<file path="src/rtl/macd_pkg.sv">
`default_nettype none
package macd_pkg;
   localparam int HISTORY_DEPTH_DEF = 256;
   localparam int LEN_W = 8;
   localparam int UNIT_W = 16;
   localparam int PRICE_W = 32;
   localparam int SIG_W = 17;
   localparam int CSR_IDX_W = 2;
   localparam logic [CSR_IDX_W-1:0] REG_FAST = 2'd0;
   localparam logic [CSR_IDX_W-1:0] REG_MID = 2'd1;
   localparam logic [CSR_IDX_W-1:0] REG_SLOW = 2'd2;
   localparam logic [CSR_IDX_W-1:0] REG_UNIT = 2'd3;
   // window sum: up to 256 prices of 32 bits
   localparam int SUM_W = PRICE_W + LEN_W + 1;
   localparam int TOT_W = SUM_W + LEN_W + 2;
endpackage
`default_nettype wire

</file>
<file path="src/rtl/macd_div.sv">
`default_nettype none
// restoring unsigned divider, one quotient bit per cycle
module macd_div
   import macd_pkg::*;
#(
   parameter int NUM_W = SUM_W,
   parameter int DEN_W = SUM_W
) (
   input  wire logic             clock,
   input  wire logic             reset,
   input  wire logic             start,
   input  wire logic [NUM_W-1:0] num,
   input  wire logic [DEN_W-1:0] den,
   output logic                  done,
   output logic      [NUM_W-1:0] quo
);
   localparam int CNT_W = $clog2(NUM_W + 1);
   logic [NUM_W-1:0] q_ff, q_in;
   logic [DEN_W:0]   r_ff, r_in;
   logic [DEN_W-1:0] d_ff, d_in;
   logic [CNT_W-1:0] cnt_ff, cnt_in;
   logic             busy_ff, busy_in, done_ff, done_in;
   logic [DEN_W:0]   trial;

   always_comb begin
      q_in = q_ff; r_in = r_ff; d_in = d_ff; cnt_in = cnt_ff;
      busy_in = busy_ff; done_in = 1'b0;
      trial = {r_ff[DEN_W-1:0], q_ff[NUM_W-1]};
      if (start) begin
         q_in = num; r_in = '0; d_in = den;
         cnt_in = CNT_W'(NUM_W); busy_in = 1'b1;
      end else if (busy_ff) begin
         if (trial >= {1'b0, d_ff}) begin
            r_in = trial - {1'b0, d_ff};
            q_in = {q_ff[NUM_W-2:0], 1'b1};
         end else begin
            r_in = trial;
            q_in = {q_ff[NUM_W-2:0], 1'b0};
         end
         cnt_in = cnt_ff - 1'b1;
         if (cnt_ff == CNT_W'(1)) begin
            busy_in = 1'b0; done_in = 1'b1;
         end
      end
   end

   always_ff @(posedge clock) begin
      q_ff <= q_in; r_ff <= r_in; d_ff <= d_in; cnt_ff <= cnt_in;
      if (reset) begin
         busy_ff <= 1'b0; done_ff <= 1'b0;
      end else begin
         busy_ff <= busy_in; done_ff <= done_in;
      end
   end

   assign done = done_ff;
   assign quo = q_ff;
endmodule
`default_nettype wire

</file>
<file path="config.mk">
export PLATFORM = sky130hd
export DESIGN_NAME = macd_div
export DESIGN_NICKNAME = d
export VERILOG_FILES = /design/src/rtl/macd_pkg.sv /design/src/rtl/macd_div.sv
export SDC_FILE = /design/constraint.sdc
export NUM_CORES = 1
export LEC_CHECK = 0
export ABC_AREA = 0
export BUFFER_PORTS_ARGS = -buffer_cell sky130_fd_sc_hd__buf_2
export CAP_MARGIN = 20
export CORE_AREA = 2 2 163 101
export DETAILED_ROUTE_END_ITERATION = 10
export DIE_AREA = 0 0 165 103
export PLACE_DENSITY = 0.73
export SLEW_MARGIN = 15
export SYNTH_ARGS = -nofsm -noshare
export SYNTH_HDL_FRONTEND = slang
export SYNTH_SLANG_ARGS = --single-unit
</file>
<file path="constraint.sdc">
create_clock -name clock -period 7.65 [get_ports clock]
set_input_delay 0.3825 -clock clock [delete_from_list [all_inputs] [get_ports clock]]
set_output_delay 0.3825 -clock clock [all_outputs]
set_load 0.02 [all_outputs]
</file>
==> results of run 1 <==
[metal layers]
metal  share of wire  GRT usage
met5               0          0
met4           0.011     0.0602
met3           0.059     0.0459
met2            0.43      0.303
met1            0.50      0.322
[power by group through the flow]
stage,combinational [mW],clock [mW],sequential (mW)
6_report,0.444,0.850,0.849
5_1_grt,0.491,0.895,0.856
4_1_cts,0.440,0.862,0.849
3_5_place_dp,0.433,0,0.863
3_3_place_gp,0.430,0,0.861
2_1_floorplan,0.295,0,0.886
[worst max-delay path, cell delays in order (launching register included)]
cell      delay [ns]
edfxtp_1        0.40
inv_1           0.07
ha_1            0.16
inv_1           0.06
fa_1            0.40
a21oi_1         0.26
o211a_1         0.23
o21ai_4         0.10
a31oi_4         0.26
a211oi_2        0.14
or3_4           0.44
nand2_2         0.62
nor2_1          0.24
a211o_1         0.31
[worst paths after layout]
check	to	startpoint	cells after the start	slack [ns]
worst max register to register	r_ff[40]$_SDFFE_PP0P_	quo[40]$_DFFE_PP_	13	3.85
worst min-delay path	d_ff[11]$_DFFE_PP_	den[11]	1	0.13
worst max-delay path	r_ff[40]$_SDFFE_PP0P_	quo[40]$_DFFE_PP_	13	3.85
worst min register to register	r_ff[22]$_SDFFE_PP0P_	r_ff[22]$_SDFFE_PP0P_	2	0.49
[per-stage QoR]
step | area, um2 | total power, mW
6_report | 8970 | 2.14
3_5_place_dp | 8370 | 1.30
4_1_cts | 8970 | 2.15
3_3_place_gp | 8370 | 1.29
5_1_grt | 8970 | 2.24
2_1_floorplan | 7650 | 1.18
[cell type report]
| class | count | area [um2] | share of cell area |
|---|---|---|---|
| repair buffers | 128 | 648 | 0.0722 |
| clock inverters | 13 | 174 | 0.0194 |
| multi-input cells | 554 | 3790 | 0.422 |
| inverters | 60 | 225 | 0.0251 |
| clock buffers | 19 | 433 | 0.0482 |
| well taps | 209 | 262 | 0.0291 |
| flip-flops and latches | 131 | 3440 | 0.384 |
[synthesized netlist by cell type (all sizes together), types with 3 or more instances]
cell type | number | area (um2)
xnor2 | 28 | 245
nand4 | 11 | 68.8
nor3 | 14 | 70.1
a31oi | 5 | 52.6
a211o | 4 | 35.0
nor2 | 68 | 263
ha | 43 | 538
a41oi | 3 | 26.3
nand2 | 97 | 367
a211oi | 10 | 90.1
buf | 20 | 104
mux2 | 42 | 473
clkbuf | 24 | 90.1
dfxtp | 49 | 981
a311oi | 31 | 278
a21o | 16 | 120
o21bai | 8 | 60.1
xor2 | 9 | 78.8
and2 | 3 | 18.8
and3 | 4 | 25.0
edfxtp | 82 | 2460
nand2b | 10 | 62.6
nand3 | 13 | 65.1
o31ai | 3 | 22.5
o21a | 7 | 52.6
o211ai | 5 | 37.5
or3 | 7 | 48.8
inv | 60 | 225
nor3b | 6 | 45.0
a21oi | 52 | 260
nor4 | 3 | 18.8
o21ai | 28 | 151
[logic make-up after synthesis]
family          after synthesis  synth area share
compound gates              187             0.173
buf+inv                     104            0.0548
fa+ha+maj                    44            0.0729
mux                          42            0.0618
flops                       131             0.450
simple gates                244             0.145
xor+xnor                     37            0.0424
[sequential cells by signal, indices dropped and copies added, names as in the netlist]
signal and count:
cnt_ff 6, r_ff 41, quo 41, done 1, busy_ff 1, d_ff 41
==> results.md, run 1 <==
* Least-Margin Pin Slew at 0.966 ns
* Number of setup buffers added after CTS at 0
* Vertical extent of the die at 103 um
* Relative area change from synthesis to final layout at 17.3%
* Die W at 165 um
* Final setup violation count at 0
* Aggregate routed wire length at 17800 um
* Clock network power share at 0.397
* Placeable core region at 15700 um2
* Number of standard-cell rows in the floorplan at 36
* Worst Setup End Kind: flop
* Most instantiated flip-flop cell in the synthesis netlist: edfxtp_1
* Most common library cell in the layout ignoring fill and taps: buf_2
* Largest net degree at the start of global routing at 91
* Max-slew headroom at the worst pin at 0.356
* Maximum clock frequency at 0.263 GHz
* Areal power density over the cells at 239 nW/um2
* Resized cells post-CTS at 0
* Final #Nets at 1021
* Placed wire-length estimate after detailed placement at 12100 um
* Pint at 1.51 mW
* Power share of the combinational group at 0.207
* Remaining antenna violation count at 0
* H-tree lvl count at 4
* Wire length per cell after detailed routing at 16.0 um
* Final Util at 0.571
* Hold buffer count at CTS at 0
* Post-detailed-route DRC marker count at 0
* Fin crit period at 3.80 ns
* Routability-driven placement congestion ratio at 0.873
* Static Leakage at 3.81 nW
* Net switching power figure at 0.630 mW
* Worst vdd rail ir drop at 0.111 mV
* Setup repair after global routing missed its margin: no
* Sink count of the clock tree at 131
* Post-synthesis instance area at 7650 um2
* DRT Pass-1 Iters at 5
* Vias in the first global route at 5591
* Max-cap violation count at 0
* First-pass GRT wire length at 28200 um
* PortBufs at 126
* Nature of the critical path startpoint: flop
* Post-synth EDFFs at 82
* Number of warning messages in the yosys log at 0
* Worst Path Max Fanout at 39
* Starting utilization of the core area at 0.487
* Sequential cell fraction of total power at 0.396
* Clk Tree Root Cell: clkbuf_16
* Final hold violation count at 0
* Switching fraction of total power at 0.294
* Post-route fraction of the period consumed by the critical path at 0.497
* Flops & latches, synth at 131
* Worst Setup Slack, final at 3.85 ns
* Proportion of layout cells with a drive suffix above 1 at 0.236
* Synth Instances at 789
* Post-Synthesis Net Count at 918
* Post-synthesis async set-or-reset flop share at 0
* Number of placed instances, taps included at 1082
* Number of buffers created by CTS at 17
* Grt ovf at 0
* Worst setup slack after placement at 3.88 ns
* Commonest cells after routing, fill and taps aside: 125 x buf_2, 96 x nand2_1, 82 x edfxtp_1
* Clock insertion delay at the later pin of the skew report at 0.43 ns
* Maximum count of clock buffers along a single path at 2
* Antenna violations before repair at 0
* Seq/Total Area, Yosys at 0.450
* Crit Path Class: flop to flop
* Post-route setup TNS at 0 ns
* 1st-iter DRT viols at 488
* Die Area at 17000 um2
* Class of the tightest hold or removal check: input port to flop
* Number of ports placed on the die boundary at 127
* TritonCTS clock tree: done
* Worst clock skew on the final layout at 0.0149 ns
* Total routing resource utilization after global routing at 0.212
* Antenna cell count at 0
* Max Slew Vio Count at 0
* Final hold slack at 0.126 ns
* Average vias per placed instance at 5.55
* Post-route insts no fill at 1114
* Run status: complete, no violations
* Distinct cells, synth at 61
* Mean area per synthesized cell at 9.70 um2
* Clock slew at the register clock pins of the worst setup and hold paths at 0.07 ns
* Total of fill cells in the finished design at 1378
* Critical Path RT at 7.95 ns
* Via count at 6179
* Arrival time at the worst endpoint at 4.11 ns
Note: power is estimated with default switching activity, not from simulation.
==> run 2: changes to the inputs <==
Settings changed: ABC_AREA 0 to 1, CORE_AREA 2 2 163 101 to 2 2 174 108, DIE_AREA 0 0 165 103 to 0 0 176 110, PLACE_DENSITY 0.73 to 0.75.
Clock period 7.65 ns to 3.47 ns, I/O delays scaled along.
==> run 2 against run 1 <==
Effect of this change: fmax grew 36%; core utilization increased by 2.7 points; critical path type unchanged; power rose by 91%; critical path depth is the same; clock power rose by 100%; count of clock-buffer cells in the layout fell by 1; first-iteration DRC count grew 66%; cell count up 53%; sequential share of layout area is 5.9 points lower.
==> results.md, run 2 <==
* Aggregate routed wire length at 23700 um (was 17800 um)
* Commonest cells in the netlist: 528 x nand2_1, 231 x inv_1, 98 x nand3_1, 82 x edfxtp_1, 72 x nor2_1 (was 96 x nand2_1, 82 x edfxtp_1, 67 x nor2_1, 60 x inv_1, 52 x a21oi_1)
* 1st-iter DRT viols at 812 (was 488)
* Post-synthesis instance area at 8770 um2 (was 7650 um2)
* Placeable core region at 17700 um2 (was 15700 um2)
* Post-route insts no fill at 1704 (was 1114)
* Run status: complete, no violations (unchanged)
* Fin crit period at 2.80 ns (was 3.80 ns)
* Proportion of layout cells with a drive suffix above 1 at 0.128 (was 0.236)
* Setup repair after global routing missed its margin: no (unchanged)
* PortBufs at 126 (unchanged)
* Cell repeated most along the worst path: nand2_1 (was inv_1)
* Post-route setup TNS at 0 ns (unchanged)
* Clk Tree Root Cell: clkbuf_16 (unchanged)
* Via count at 8333 (was 6179)
* Antenna violations before repair at 0 (unchanged)
* Post-Synthesis Net Count at 1413 (was 918)
* Critical Path RT at 3.84 ns (was 7.95 ns)
* Worst Setup Slack, final at 0.670 ns (was 3.85 ns)
* Most instantiated flip-flop cell in the synthesis netlist: edfxtp_1 (unchanged)
* Wire length per cell after detailed routing at 13.9 um (was 16.0 um)
* Number of standard-cell rows in the floorplan at 38 (was 36)
* Remaining antenna violation count at 0 (unchanged)
* Vias in the first global route at 7428 (was 5591)
* Most common library cell in the layout ignoring fill and taps: nand2_1 (was buf_2)
* Areal power density over the cells at 386 nW/um2 (was 239 nW/um2)
* Least-Margin Pin Slew at 0.710 ns (was 0.966 ns)
* Routability-driven placement congestion ratio at 0.979 (was 0.873)
* Maximum clock frequency at 0.357 GHz (was 0.263 GHz)
* Register-to-Register Setup Slack at 0.67 ns (was 3.85 ns)
* Mean area per synthesized cell at 6.83 um2 (was 9.70 um2)
* Top cell family by delay on the critical path: simple AND/OR/NAND/NOR gates (was compound AO/OA/AOI/OAI gates)
* Total routing resource utilization after global routing at 0.251 (was 0.212)
* Number of warning messages in the yosys log at 0 (unchanged)
* Nature of the critical path startpoint: flop (unchanged)
* Average vias per placed instance at 4.89 (was 5.55)
* Worst Setup End Kind: flop (unchanged)
* Placed wire-length estimate after detailed placement at 18100 um (was 12100 um)
* Relative area change from synthesis to final layout at 20.8% (was 17.3%)
* Clock insertion delay at the later pin of the skew report at 0.43 ns (about the same)
* Maximum count of clock buffers along a single path at 2 (unchanged)
* Flops & latches, synth at 131 (unchanged)
* Die W at 176 um (was 165 um)
* Clock slew at the register clock pins of the worst setup and hold paths at 0.06 ns (was 0.07 ns)
* Worst Path Max Fanout at 40 (was 39)
* Max-cap violation count at 0 (unchanged)
* Largest net degree at the start of global routing at 47 (was 91)
* Synth Instances at 1284 (was 789)
* Leading cell types by total area after synthesis: edfxtp_1 28%, nand2_1 23%, dfxtp_1 11% (was edfxtp_1 32%, dfxtp_1 13%, ha_1 7.0%)
* DRT Pass-1 Iters at 5 (unchanged)
* Post-detailed-route DRC marker count at 0 (unchanged)
* Worst vdd rail ir drop at 0.309 mV (was 0.111 mV)
* Slowest Stage Delay on Critical Path at 0.46 ns (was 0.62 ns)
* Number of buffers created by CTS at 17 (unchanged)
* Vertical extent of the die at 110 um (was 103 um)
* Proportion of netlist area held by the largest area contributor at 0.281 (was 0.322)
* Post-route fraction of the period consumed by the critical path at 0.807 (was 0.497)
* Seq/Total Area, Yosys at 0.393 (was 0.450)
* Slowest library cell on the worst path: fa_1 (was nand2_2)
* Post-synth EDFFs at 82 (unchanged)
* H-tree lvl count at 4 (unchanged)
* Worst setup slack after placement at 0.712 ns (was 3.88 ns)
* Crit Path Class: flop to flop (unchanged)
* Post-synth top area cell: edfxtp_1 (unchanged)
* Final hold violation count at 0 (unchanged)
* Commonest cells after routing, fill and taps aside: 528 x nand2_1, 230 x inv_1, 125 x buf_2 (was 125 x buf_2, 96 x nand2_1, 82 x edfxtp_1)
* Max Slew Vio Count at 0 (unchanged)
* Class of the tightest hold or removal check: input port to flop (unchanged)
* Final setup violation count at 0 (unchanged)
* Max-slew headroom at the worst pin at 0.526 (was 0.356)
* First-pass GRT wire length at 37800 um (was 28200 um)
* Distinct cells, synth at 38 (was 61)
* Starting utilization of the core area at 0.495 (was 0.487)
* Ordered cell list for the critical path: inv_1 -> ha_1 -> inv_1 -> fa_1 -> nand3_1 -> nand3_2 -> nand2_1 -> nand3_2 -> nand2_4 -> nand2_4 -> nand2_1 -> nand3_1 -> nand2_1 (was inv_1 -> ha_1 -> inv_1 -> fa_1 -> a21oi_1 -> o211a_1 -> o21ai_4 -> a31oi_4 -> a211oi_2 -> or3_4 -> nand2_2 -> nor2_1 -> a211o_1)
* Arrival time at the worst endpoint at 3.17 ns (was 4.11 ns)
* Sink count of the clock tree at 131 (unchanged)
* TritonCTS clock tree: done (unchanged)
* Library cell with the highest instance count after synthesis: nand2_1 (unchanged)
* Number of placed instances, taps included at 1628 (was 1082)
* Final #Nets at 1580 (was 1021)
* Static Leakage at 5.65 nW (was 3.81 nW)
* Number of ports placed on the die boundary at 127 (unchanged)
* Antenna cell count at 0 (unchanged)
* Post-synthesis async set-or-reset flop share at 0 (unchanged)
* Grt ovf at 0 (unchanged)
* Critical path buffer and inverter count at 2 (unchanged)
* Worst clock skew on the final layout at 0.00959 ns (was 0.0149 ns)
* Die Area at 19400 um2 (was 17000 um2)
* Final Util at 0.597 (was 0.571)
* Resized cells post-CTS at 0 (unchanged)
## run 2: metrics by stage
step                total power [mW]  area [um2]  hold WS [ns]
floorplan                       2.17        8770         0.250
global placement                2.35        9590         0.350
detailed placement              2.36        9590         0.352
CTS                             4.11       10600       0.00252
global route                    4.25       10600       0.00129
finish                          4.09       10600        0.0119
## run 2: metal layers
layer,GRT usage,vias up,wire length [um],part of all wire
met2,0.347,295,9150,0.39
met3,0.0607,17,1920,0.081
met4,0.0519,0,191,0.0081
met5,0,-,0,0
met1,0.393,3741,12500,0.53
li1,-,4280,-,-
## run 2: worst paths after layout
check        cells past startpoint                    end                   from
max reg2reg                     13  r_ff[21]$_SDFFE_PP0P_      quo[40]$_DFFE_PP_
min reg2reg                      2  r_ff[24]$_SDFFE_PP0P_  r_ff[24]$_SDFFE_PP0P_
min                              3      quo[39]$_DFFE_PP_                num[39]
max                             13  r_ff[21]$_SDFFE_PP0P_      quo[40]$_DFFE_PP_
## run 2: logic make-up (layout without fill, tap and decap cells)
family / count (synthesis) / after routing / synth area share
AO/OA/AOI/OAI: 63 / 63 / 0.0385
XOR/XNOR: 23 / 23 / 0.0230
adder cells (fa/ha/maj): 44 / 44 / 0.0636
buffers and inverters: 266 / 446 / 0.121
flip-flops: 131 / 131 / 0.393
AND/OR/NAND/NOR: 757 / 757 / 0.362
## run 2: repair_timing
action,in CTS,in global routing
setup buffers,0,0
hold buffers,44,0
hold endpoints to repair,45,0
## run 2: layout make-up
| class | count | area (um2) |
|---|---|---|
| fill | 1660 | 7140 |
| tap | 240 | 300 |
| clock inverter | 14 | 133 |
| inverter | 237 | 890 |
| timing repair buffer | 177 | 1130 |
| clock buffer | 18 | 429 |
| multi-input combinational | 887 | 4270 |
| sequential | 131 | 3440 |
## run 2: tightest hold or removal path: stages
cell and delay [ns]:
buf_2 0.08, nand2_1 0.04, nand2_1 0.05
## run 2: report_power, final
| part | switching, mW | internal (mW) |
|---|---|---|
| registers | 0.0412 | 1.77 |
| logic | 0.359 | 0.207 |
| clock network | 0.723 | 0.991 |
